**config.mk**
```make
export PLATFORM = sky130hd
export DESIGN_NAME = nonoverlapping_substring_matcher
export DESIGN_NICKNAME = d
export VERILOG_FILES = /design/src/hw/rtl/nsm_pkg.sv /design/src/hw/rtl/nsm_cell.sv /design/src/hw/rtl/nsm_skid.sv /design/src/hw/rtl/nonoverlapping_substring_matcher.sv
export VERILOG_INCLUDE_DIRS = /design/src /design/src/hw/rtl
export SDC_FILE = /design/constraint.sdc
export NUM_CORES = 1
export LEC_CHECK = 0
export BUFFER_PORTS_ARGS = -buffer_cell sky130_fd_sc_hd__buf_4
export CORE_MARGIN = 10
export CORE_UTILIZATION = 45
export DETAILED_ROUTE_END_ITERATION = 7
export PLACE_DENSITY = 0.63
export SYNTH_ARGS = -nofsm -noshare
export SYNTH_HDL_FRONTEND = slang
export SYNTH_SLANG_ARGS = --single-unit
export TNS_END_PERCENT = 50
```
**constraint.sdc**
```tcl
create_clock -name clk -period 8.3 [get_ports clk]
set_clock_uncertainty 0.05 [all_clocks]
set_input_delay 1.66 -clock clk [delete_from_list [all_inputs] [get_ports clk]]
set_output_delay 1.66 -clock clk [all_outputs]
set_load 0.02 [all_outputs]
```
**src/hw/rtl/nonoverlapping_substring_matcher_defines.svh**
```systemverilog
// assertion macros for the substring matcher
// used by the top level only, no other dependencies
`ifndef NONOVERLAPPING_SUBSTRING_MATCHER_DEFINES_SVH
`define NONOVERLAPPING_SUBSTRING_MATCHER_DEFINES_SVH

`ifndef SYNTHESIS
// same-cycle implication
`define NSM_ASSERT_NOW(lbl, clock, rstn, ante, cons) \
	lbl: assert property (@(posedge clock) disable iff (!(rstn)) (ante) |-> (cons)) \
		else $error("assertion failed");
// next-cycle implication
`define NSM_ASSERT_NEXT(lbl, clock, rstn, ante, cons) \
	lbl: assert property (@(posedge clock) disable iff (!(rstn)) (ante) |=> (cons)) \
		else $error("assertion failed");
`else
`define NSM_ASSERT_NOW(lbl, clock, rstn, ante, cons)
`define NSM_ASSERT_NEXT(lbl, clock, rstn, ante, cons)
`endif

`endif

```
**src/hw/rtl/nsm_pkg.sv**
```systemverilog
// shared types, constants and the case fold function of the substring matcher
// no dependencies
`default_nettype none

package nsm_pkg;

	localparam int BYTE_W      = 8;
	localparam int QUERY_BYTES = 16;
	localparam int LEN_W       = 5;
	localparam int OUT_W       = 24;
	localparam logic [OUT_W-1:0] COUNT_MAX = {OUT_W{1'b1}};

	typedef enum logic [1:0] {
		REG_CASE_SENSITIVE = 2'd0,
		REG_QUERY_LENGTH   = 2'd1,
		REG_QUERY_LOW      = 2'd2,
		REG_QUERY_HIGH     = 2'd3
	} reg_idx_t;

	typedef struct packed {
		logic shift;
		logic clear;
		logic case_sens;
		logic active;
	} cell_ctrl_t;

	typedef struct packed {
		logic             eot;
		logic [OUT_W-1:0] count;
		logic [OUT_W-1:0] start;
		logic             match;
	} out_word_t;

	function automatic logic [BYTE_W-1:0] fold_byte(input logic [BYTE_W-1:0] b,
		input logic case_sens);
		logic [BYTE_W-1:0] r;
		r = b;
		if (!case_sens && b >= 8'h41 && b <= 8'h5A) begin
			r = b + 8'h20;
		end
		return r;
	endfunction

endpackage

`default_nettype wire

```
**src/hw/rtl/nsm_cell.sv**
```systemverilog
// one window cell: holds a text byte and compares the byte entering it
// depends on nsm_pkg
`default_nettype none

module nsm_cell (
	input  wire                         clk,
	input  wire                         arst_n,
	input  nsm_pkg::cell_ctrl_t         ctrl,
	input  wire [nsm_pkg::BYTE_W-1:0]   byte_in,
	input  wire [nsm_pkg::BYTE_W-1:0]   query_byte,
	output logic [nsm_pkg::BYTE_W-1:0]  byte_out,
	output logic                        eq
);

	logic [nsm_pkg::BYTE_W-1:0] byte_q;

	always_ff @(posedge clk or negedge arst_n) begin
		if (!arst_n) begin
			byte_q <= '0;
		end else if (ctrl.shift) begin
			// end of text empties the window once this byte is compared
			byte_q <= ctrl.clear ? '0 : byte_in;
		end
	end

	assign byte_out = byte_q;
	assign eq = !ctrl.active ||
		(nsm_pkg::fold_byte(byte_in, ctrl.case_sens) ==
		 nsm_pkg::fold_byte(query_byte, ctrl.case_sens));

endmodule

`default_nettype wire

```
**src/hw/rtl/nsm_skid.sv**
```systemverilog
// two-entry output buffer: output register plus skid register
// depends on nsm_pkg
`default_nettype none

module nsm_skid (
	input  wire                 clk,
	input  wire                 arst_n,
	input  wire                 in_valid,
	output logic                in_ready,
	input  nsm_pkg::out_word_t  in_word,
	output logic                out_valid,
	input  wire                 out_ready,
	output nsm_pkg::out_word_t  out_word
);

	logic               out_valid_q;
	logic               skid_valid_q;
	nsm_pkg::out_word_t out_word_q;
	nsm_pkg::out_word_t skid_word_q;
	logic               take;
	logic               put;

	assign in_ready  = !skid_valid_q;
	assign out_valid = out_valid_q;
	assign out_word  = out_word_q;
	assign take      = out_valid_q && out_ready;
	assign put       = in_valid && in_ready;

	always_ff @(posedge clk or negedge arst_n) begin
		if (!arst_n) begin
			out_valid_q  <= 1'b0;
			skid_valid_q <= 1'b0;
		end else if (skid_valid_q) begin
			if (take) begin
				skid_valid_q <= 1'b0;
			end
		end else if (put) begin
			if (!out_valid_q || take) begin
				out_valid_q <= 1'b1;
			end else begin
				skid_valid_q <= 1'b1;
			end
		end else if (take) begin
			out_valid_q <= 1'b0;
		end
	end

	always_ff @(posedge clk) begin
		if (skid_valid_q) begin
			if (take) begin
				out_word_q <= skid_word_q;
			end
		end else if (put) begin
			if (!out_valid_q || take) begin
				out_word_q <= in_word;
			end else begin
				skid_word_q <= in_word;
			end
		end
	end

endmodule

`default_nettype wire

```
**src/hw/rtl/nonoverlapping_substring_matcher.sv**
```systemverilog
// top level of the non-overlapping substring matcher: config port, cell row, scan state
// depends on nsm_pkg, nsm_cell, nsm_skid and the defines header
`default_nettype none

// The matcher takes one text byte per word on the slave stream and gives one result word
// per byte on the master stream: a match flag, the start position of a match ending at
// that byte, and the running match count of the text, saturating at 2^24-1. A row of
// MAX_QUERY cells holds the latest text bytes; each cycle the accepted byte shifts into
// the row and every cell compares the byte entering it against its query byte, so the
// whole window is checked in parallel. A byte can be accepted in every cycle while the skid
// register is empty, and when the output register is free its result is written straight
// into it; the rate of one byte per cycle is set by the combinational compare across the
// cell row. A two-entry output buffer keeps input flowing while one result waits. After a
// match, no new match may end in the next query_length-1 bytes. A word with tlast set ends
// the text and clears window, position, skip and count. Configuration goes through the
// 64-bit APB-style port, registers at byte addresses 0, 8, 16, 24; write it only while the
// block is idle. No clearing pass follows reset.
module nonoverlapping_substring_matcher #(
	parameter int MAX_QUERY     = 16,
	parameter int POSITION_BITS = 24
) (
	input  wire         clk,
	input  wire         arst_n,
	// apb-style configuration port
	input  wire         psel,
	input  wire         penable,
	input  wire         pwrite,
	input  wire  [4:0]  paddr,
	input  wire  [63:0] pwdata,
	output logic [63:0] prdata,
	output logic        pready,
	// text in
	input  wire         s_tvalid,
	output logic        s_tready,
	input  wire  [7:0]  s_tdata,   // text_byte
	input  wire         s_tlast,   // last
	// results out
	output logic        m_tvalid,
	input  wire         m_tready,
	output logic [55:0] m_tdata,   // match, match_start[23:0], match_count[23:0], zero fill
	output logic        m_tlast    // end_of_text
);

	localparam int LW = nsm_pkg::LEN_W;
	localparam int OW = nsm_pkg::OUT_W;

	// configuration registers
	logic          case_sens_q;
	logic [LW-1:0] query_len_q;
	logic [63:0]   query_low_q;
	logic [63:0]   query_high_q;

	// scan state
	logic [POSITION_BITS-1:0] pos_q;
	logic [3:0]               skip_q;
	logic [OW-1:0]            count_q;
	logic [LW-1:0]            seen_q;

	logic                     cfg_wr;
	nsm_pkg::reg_idx_t        cfg_idx;
	logic                     accept;
	logic [LW-1:0]            len_c;
	logic [LW-1:0]            seen_next;
	logic                     hit;
	logic [POSITION_BITS-1:0] start_full;
	logic [63:0]              start_ext;
	logic [OW-1:0]            count_next;
	logic [3:0]               skip_next;
	logic [MAX_QUERY-1:0]     eq_vec;
	logic [7:0]               chain [MAX_QUERY];
	logic [7:0]               qbytes [nsm_pkg::QUERY_BYTES];
	nsm_pkg::out_word_t       res_word;
	nsm_pkg::out_word_t       out_word;

	// ---------------------------------------------------------------- config port
	assign pready  = 1'b1;
	assign cfg_idx = nsm_pkg::reg_idx_t'(paddr[4:3]);
	assign cfg_wr  = psel && penable && pwrite && pready;

	always_ff @(posedge clk or negedge arst_n) begin
		if (!arst_n) begin
			case_sens_q  <= 1'b0;
			query_len_q  <= '0;
			query_low_q  <= '0;
			query_high_q <= '0;
		end else if (cfg_wr) begin
			case (cfg_idx)
				nsm_pkg::REG_CASE_SENSITIVE: case_sens_q  <= pwdata[0];
				nsm_pkg::REG_QUERY_LENGTH:   query_len_q  <= pwdata[LW-1:0];
				nsm_pkg::REG_QUERY_LOW:      query_low_q  <= pwdata;
				nsm_pkg::REG_QUERY_HIGH:     query_high_q <= pwdata;
				default: ;
			endcase
		end
	end

	always_comb begin
		case (cfg_idx)
			nsm_pkg::REG_CASE_SENSITIVE: prdata = {63'd0, case_sens_q};
			nsm_pkg::REG_QUERY_LENGTH:   prdata = {{(64-LW){1'b0}}, query_len_q};
			nsm_pkg::REG_QUERY_LOW:      prdata = query_low_q;
			nsm_pkg::REG_QUERY_HIGH:     prdata = query_high_q;
			default:                     prdata = '0;
		endcase
	end

	// query bytes, byte 0 lowest
	always_comb begin
		for (int k = 0; k < 8; k++) begin
			qbytes[k]     = query_low_q[8*k +: 8];
			qbytes[k + 8] = query_high_q[8*k +: 8];
		end
	end

	// overlong length counts as the full window
	assign len_c = (query_len_q > LW'(MAX_QUERY)) ? LW'(MAX_QUERY) : query_len_q;

	// ---------------------------------------------------------------- cell row
	assign accept   = s_tvalid && s_tready;
	assign chain[0] = s_tdata;

	for (genvar j = 0; j < MAX_QUERY; j++) begin : g_cell
		nsm_pkg::cell_ctrl_t ctrl;
		logic [3:0]          qidx;

		// window entry j lines up with query byte len-1-j
		assign qidx           = 4'(len_c - LW'(j) - LW'(1));
		assign ctrl.shift     = accept;
		assign ctrl.clear     = s_tlast;
		assign ctrl.case_sens = case_sens_q;
		assign ctrl.active    = LW'(j) < len_c;

		if (j < MAX_QUERY - 1) begin : g_mid
			nsm_cell u_cell (
				.clk        (clk),
				.arst_n     (arst_n),
				.ctrl       (ctrl),
				.byte_in    (chain[j]),
				.query_byte (qbytes[qidx]),
				.byte_out   (chain[j+1]),
				.eq         (eq_vec[j])
			);
		end else begin : g_end
			// oldest byte falls off the end of the row
			nsm_cell u_cell (
				.clk        (clk),
				.arst_n     (arst_n),
				.ctrl       (ctrl),
				.byte_in    (chain[j]),
				.query_byte (qbytes[qidx]),
				.byte_out   (),
				.eq         (eq_vec[j])
			);
		end
	end

	// ---------------------------------------------------------------- match decision
	assign seen_next = (seen_q < LW'(MAX_QUERY)) ? seen_q + LW'(1) : seen_q;

	// a match needs no pending skip, a non-empty query and enough bytes of this text
	assign hit = (skip_q == 4'd0) && (len_c != '0) && (seen_next >= len_c) && (&eq_vec);

	assign start_full = pos_q - POSITION_BITS'(len_c) + POSITION_BITS'(1);
	assign start_ext  = 64'(start_full);
	assign count_next = (hit && count_q != nsm_pkg::COUNT_MAX) ? count_q + OW'(1) : count_q;

	always_comb begin
		if (hit) begin
			skip_next = 4'(len_c - LW'(1));
		end else if (skip_q != 4'd0) begin
			skip_next = skip_q - 4'd1;
		end else begin
			skip_next = skip_q;
		end
	end

	always_ff @(posedge clk or negedge arst_n) begin
		if (!arst_n) begin
			pos_q   <= '0;
			skip_q  <= '0;
			count_q <= '0;
			seen_q  <= '0;
		end else if (accept) begin
			if (s_tlast) begin
				pos_q   <= '0;
				skip_q  <= '0;
				count_q <= '0;
				seen_q  <= '0;
			end else begin
				pos_q   <= pos_q + POSITION_BITS'(1);
				skip_q  <= skip_next;
				count_q <= count_next;
				seen_q  <= seen_next;
			end
		end
	end

	// ---------------------------------------------------------------- result buffer
	assign res_word.match = hit;
	assign res_word.start = hit ? start_ext[OW-1:0] : '0;
	assign res_word.count = count_next;
	assign res_word.eot   = s_tlast;

	nsm_skid u_skid (
		.clk       (clk),
		.arst_n    (arst_n),
		.in_valid  (s_tvalid),
		.in_ready  (s_tready),
		.in_word   (res_word),
		.out_valid (m_tvalid),
		.out_ready (m_tready),
		.out_word  (out_word)
	);

	assign m_tdata = {7'd0, out_word.count, out_word.start, out_word.match};
	assign m_tlast = out_word.eot;

	// ---------------------------------------------------------------- checks
	`include "nonoverlapping_substring_matcher_defines.svh"

	// input only stalls while a result is waiting
	`NSM_ASSERT_NOW(a_stall_has_result, clk, arst_n, !s_tready, m_tvalid)
	// a match with a query longer than one byte opens a skip run
	`NSM_ASSERT_NEXT(a_skip_after_hit, clk, arst_n,
		accept && hit && !s_tlast && len_c > LW'(1), skip_q != 4'd0)
	// the match count never goes down within a text
	`NSM_ASSERT_NEXT(a_count_monotonic, clk, arst_n,
		accept && !s_tlast, count_q >= $past(count_q))
	// no match while a skip is pending
	`NSM_ASSERT_NOW(a_no_hit_in_skip, clk, arst_n, skip_q != 4'd0, !hit)

endmodule

`default_nettype wire

```
==> results.toml <==
[status]
outcome = "complete, no violations"

[place]
numPortBuffers = 197
gp_congestion = 1.073
dp_hpwl_mm = 96.18
dpl_cell_area_sq_mm = 0.03713
pre_cts_ws_ns = 1.059
dpl.cell_count = 4762

[synthesis]
yosys.area.top_type = "dfrtp_1"
ys.flop_type = "dfrtp_1"
synth_edf_count = 100
avgSynthCellArea_sq_um = 9.343
synth_top_area_share_pct = 22.61
synthesis.area_sq_mm = 0.03464
netlist_instances = 3708
ys_types = 109
ys_seq_elements = 413
async_reset_ff_share_pct = 75.79
ys_warn_count = 0
ys_seq_area_share_pct = 31.28
synth.area.top_cells = "dfrtp_1, mux2i_1, edfxtp_1, mux2_2, mux4_2"

[timing]
hold_viol = 0
slew_headroom_pct = 9.567
max_slew.worst_pin.slew_ns = 1.342
layout_setup_ws_ns = 0.6242
finalCritPeriodShare_pct = 92.48
drv_slew = 0
grt_setup_unrepaired = "no"
min_period_ns = 7.676
clock.fmax_ghz = 0.1303
finalSetupViolCount = 0
fin_setup_tns_ns = 0

[clock_tree]
cts-root-buf = "clkbuf_16"
numCtsBuffers = 46
numClockSinks = 413
clkLatencyLatePin_ns = 0.62
clkTransAtPathRegs_ns = 0.06
post_cts.repair.setup_buffers = 0
ctsResizeCount = 0
cts_tree = "yes"
h-tree-depth = 2
clockBufferDepth = 3
cts_hold_buf = 0

[cells_and_area]
antennaDiodeCount = 0
nFillCells = 7073
postLayoutCellArea_sq_mm = 0.03868
nets = 3952
syn2layout_area_growth_pct = 11.65
fin_cells = 4848
layout-drive-gt1-share_pct = 19.77

[setup_path]
worstReg2RegEnd = "u_skid.out_word[46]"
rr_worst_depth = 18
worstSetupPathType = "flop to flop"
critPathCaptureType = "flop"
start_kind = "flop"
worstPathMaxFanout = 34
startpoint = "query_len_q[2]"
arrival_ns = 7.96
rrSetupSlack_ns = 0.62
reg2reg_from = "query_len_q[2]"
endpoint = "u_skid.out_word[46]"
cp.required_ns = 8.58

[drt]
wl_per_cell_microns = 26.89
drtIter0Drc = 3725
wl_mm = 130.4
drc = 0
first_pass_iters = 6
ant_nets = 0
vias_per_cell = 6.457
num_vias = 31300

[floorplan]
dieArea_sq_mm = 0.08849
die_x_microns = 297.5
start_util_pct = 45.54
core_sq_mm = 0.07608
rows = 101
ios = 209
die_h_microns = 297.5

[global_routing]
grt_overflow = 0
grt_first_pass_wirelength_mm = 195.9
track_usage_pct = 28.42
antenna_found_initial = 1
grt_max_degree = 127
grt_pass1_vias = 29860

[pwr]
peakVddDrop_uv = 219.7
p_per_area_mw_per_mm2 = 347.9
p_leak_nw = 16.31

[worst_hold_path]
hold_class = "flop to flop"

[run]
cap_viol_max_count = 0
worst max-delay path, stage by stage (launching register included):
cell,delay (ns)
dfrtp_2,0.93
a21boi_0,0.70
o21ai_4,0.29
buf_4,0.33
buf_4,0.23
nor2_1,0.11
a21oi_1,0.06
o21ai_0,1.05
nor3_1,0.20
o41ai_1,0.52
xnor2_1,0.17
o211ai_1,0.17
nor4_1,0.46
nor2_1,0.11
or4b_2,0.94
inv_2,0.33
nand4_1,0.22
xnor2_1,0.20
mux2_2,0.27
registers in the layout (all words and copies together), names as in the netlist:
register                      flops
skip_q                            4
g_cell.g_mid.u_cell.byte_out    120
u_skid.out_valid                  1
seen_q                            5
pos_q                            24
query_high_q                     64
query_len_q                       5
u_skid.out_word                  50
u_skid.skid_valid_q               1
case_sens_q                       1
count_q                          24
u_skid.skid_word_q               50
query_low_q                      64
layer usage:
layer	wire length, microns	part of all wire, %	vias up	GRT usage [%]
met5	0	0	-	0.2765
met4	8546	6.6	0	15.57
met3	15230	12	421	8.794
met2	54280	42	1820	41.23
met1	52330	40	15090	37.22
li1	-	-	13970	-
power breakdown:
group | total (W) | internal (W) | switching, W
combinational | 0.00812 | 0.00316 | 0.00496
sequential | 0.00324 | 0.00249 | 0.000754
clock | 0.00210 | 0.00121 | 0.000892
Yosys cell counts (19+ instances only):
library cell	count
a211oi_1	38
mux2i_1	341
nor2b_1	92
o211ai_1	57
nor4_1	19
inv_1	76
buf_1	25
mux2_2	215
o21ai_0	210
or3_1	26
a21o_1	39
xnor2_1	118
nor3_1	93
and2_1	19
ha_1	86
nand4_1	27
o2111ai_1	20
mux4_2	97
a21oi_1	113
nand2_1	429
dfrtp_1	313
a22oi_1	32
a31oi_1	38
buf_4	29
clkbuf_1	154
nor2_1	170
o31ai_1	33
o22ai_1	43
nand3_1	164
xor2_1	72
o221ai_1	20
edfxtp_1	100
buf_2	67
and3_1	21
through the flow:
stage	total power, W	util (%)	hold WS [ns]
after global placement	0.01096	48.81	0.4457
after global routing	0.01405	50.85	0.4679
after floorplan	0.008323	-	0.4124
after detailed placement	0.01103	48.81	0.4522
final	0.01346	50.85	0.4616
after CTS	0.01318	50.85	0.4593
cell type report:
cell class	count	area, sq um	area share, %
inverter	84	321.6	0.8313
clock inverter	24	290.3	0.7504
sequential	413	10840	28.03
multi-input combinational	2935	22320	57.69
clock buffer	62	1261	3.261
tap	1030	1289	3.332
timing repair buffer	300	2360	6.101
worst min path at each step:
| stage | start | end | slack [ns] | depth (start not counted) |
|---|---|---|---|---|
| 6_report | u_skid.skid_word_q[37] | u_skid.out_word[37] | 0.46 | 1 |
| 5_1_grt | u_skid.skid_word_q[37] | u_skid.out_word[37] | 0.47 | 1 |
| 4_1_cts | u_skid.skid_word_q[37] | u_skid.out_word[37] | 0.46 | 1 |
| 3_5_place_dp | skip_q[1] | skip_q[1] | 0.45 | 2 |
| 3_3_place_gp | skip_q[0] | skip_q[0] | 0.45 | 2 |
| 2_1_floorplan | skip_q[0] | skip_q[0] | 0.41 | 2 |
cell usage in the layout (no fill, tap or decap), types with 43 or more instances in the layout:
cell type,instances
a21oi_1,112
buf_4,291
clkbuf_16,46
dfrtp_1,309
edfxtp_1,100
ha_1,85
inv_1,75
mux2_2,215
mux2i_1,339
mux4_2,97
nand2_1,428
nand3_1,163
nor2_1,169
nor2b_1,89
nor3_1,93
o211ai_1,57
o21ai_0,210
o22ai_1,43
xnor2_1,116
xor2_1,72
kinds of logic after synthesis:
| kind of cell | Yosys count | synth area share (%) |
|---|---|---|
| simple gates | 1179 | 16.88 |
| compound gates | 812 | 15.69 |
| mux | 655 | 23.25 |
| flops | 413 | 31.28 |
| buf+inv | 366 | 4.662 |
| xor+xnor | 194 | 5.049 |
| fa+ha+maj | 87 | 3.164 |
| other cells | 2 | 0.02168 |
No activity file was read; power rests on OpenSTA's default activity.
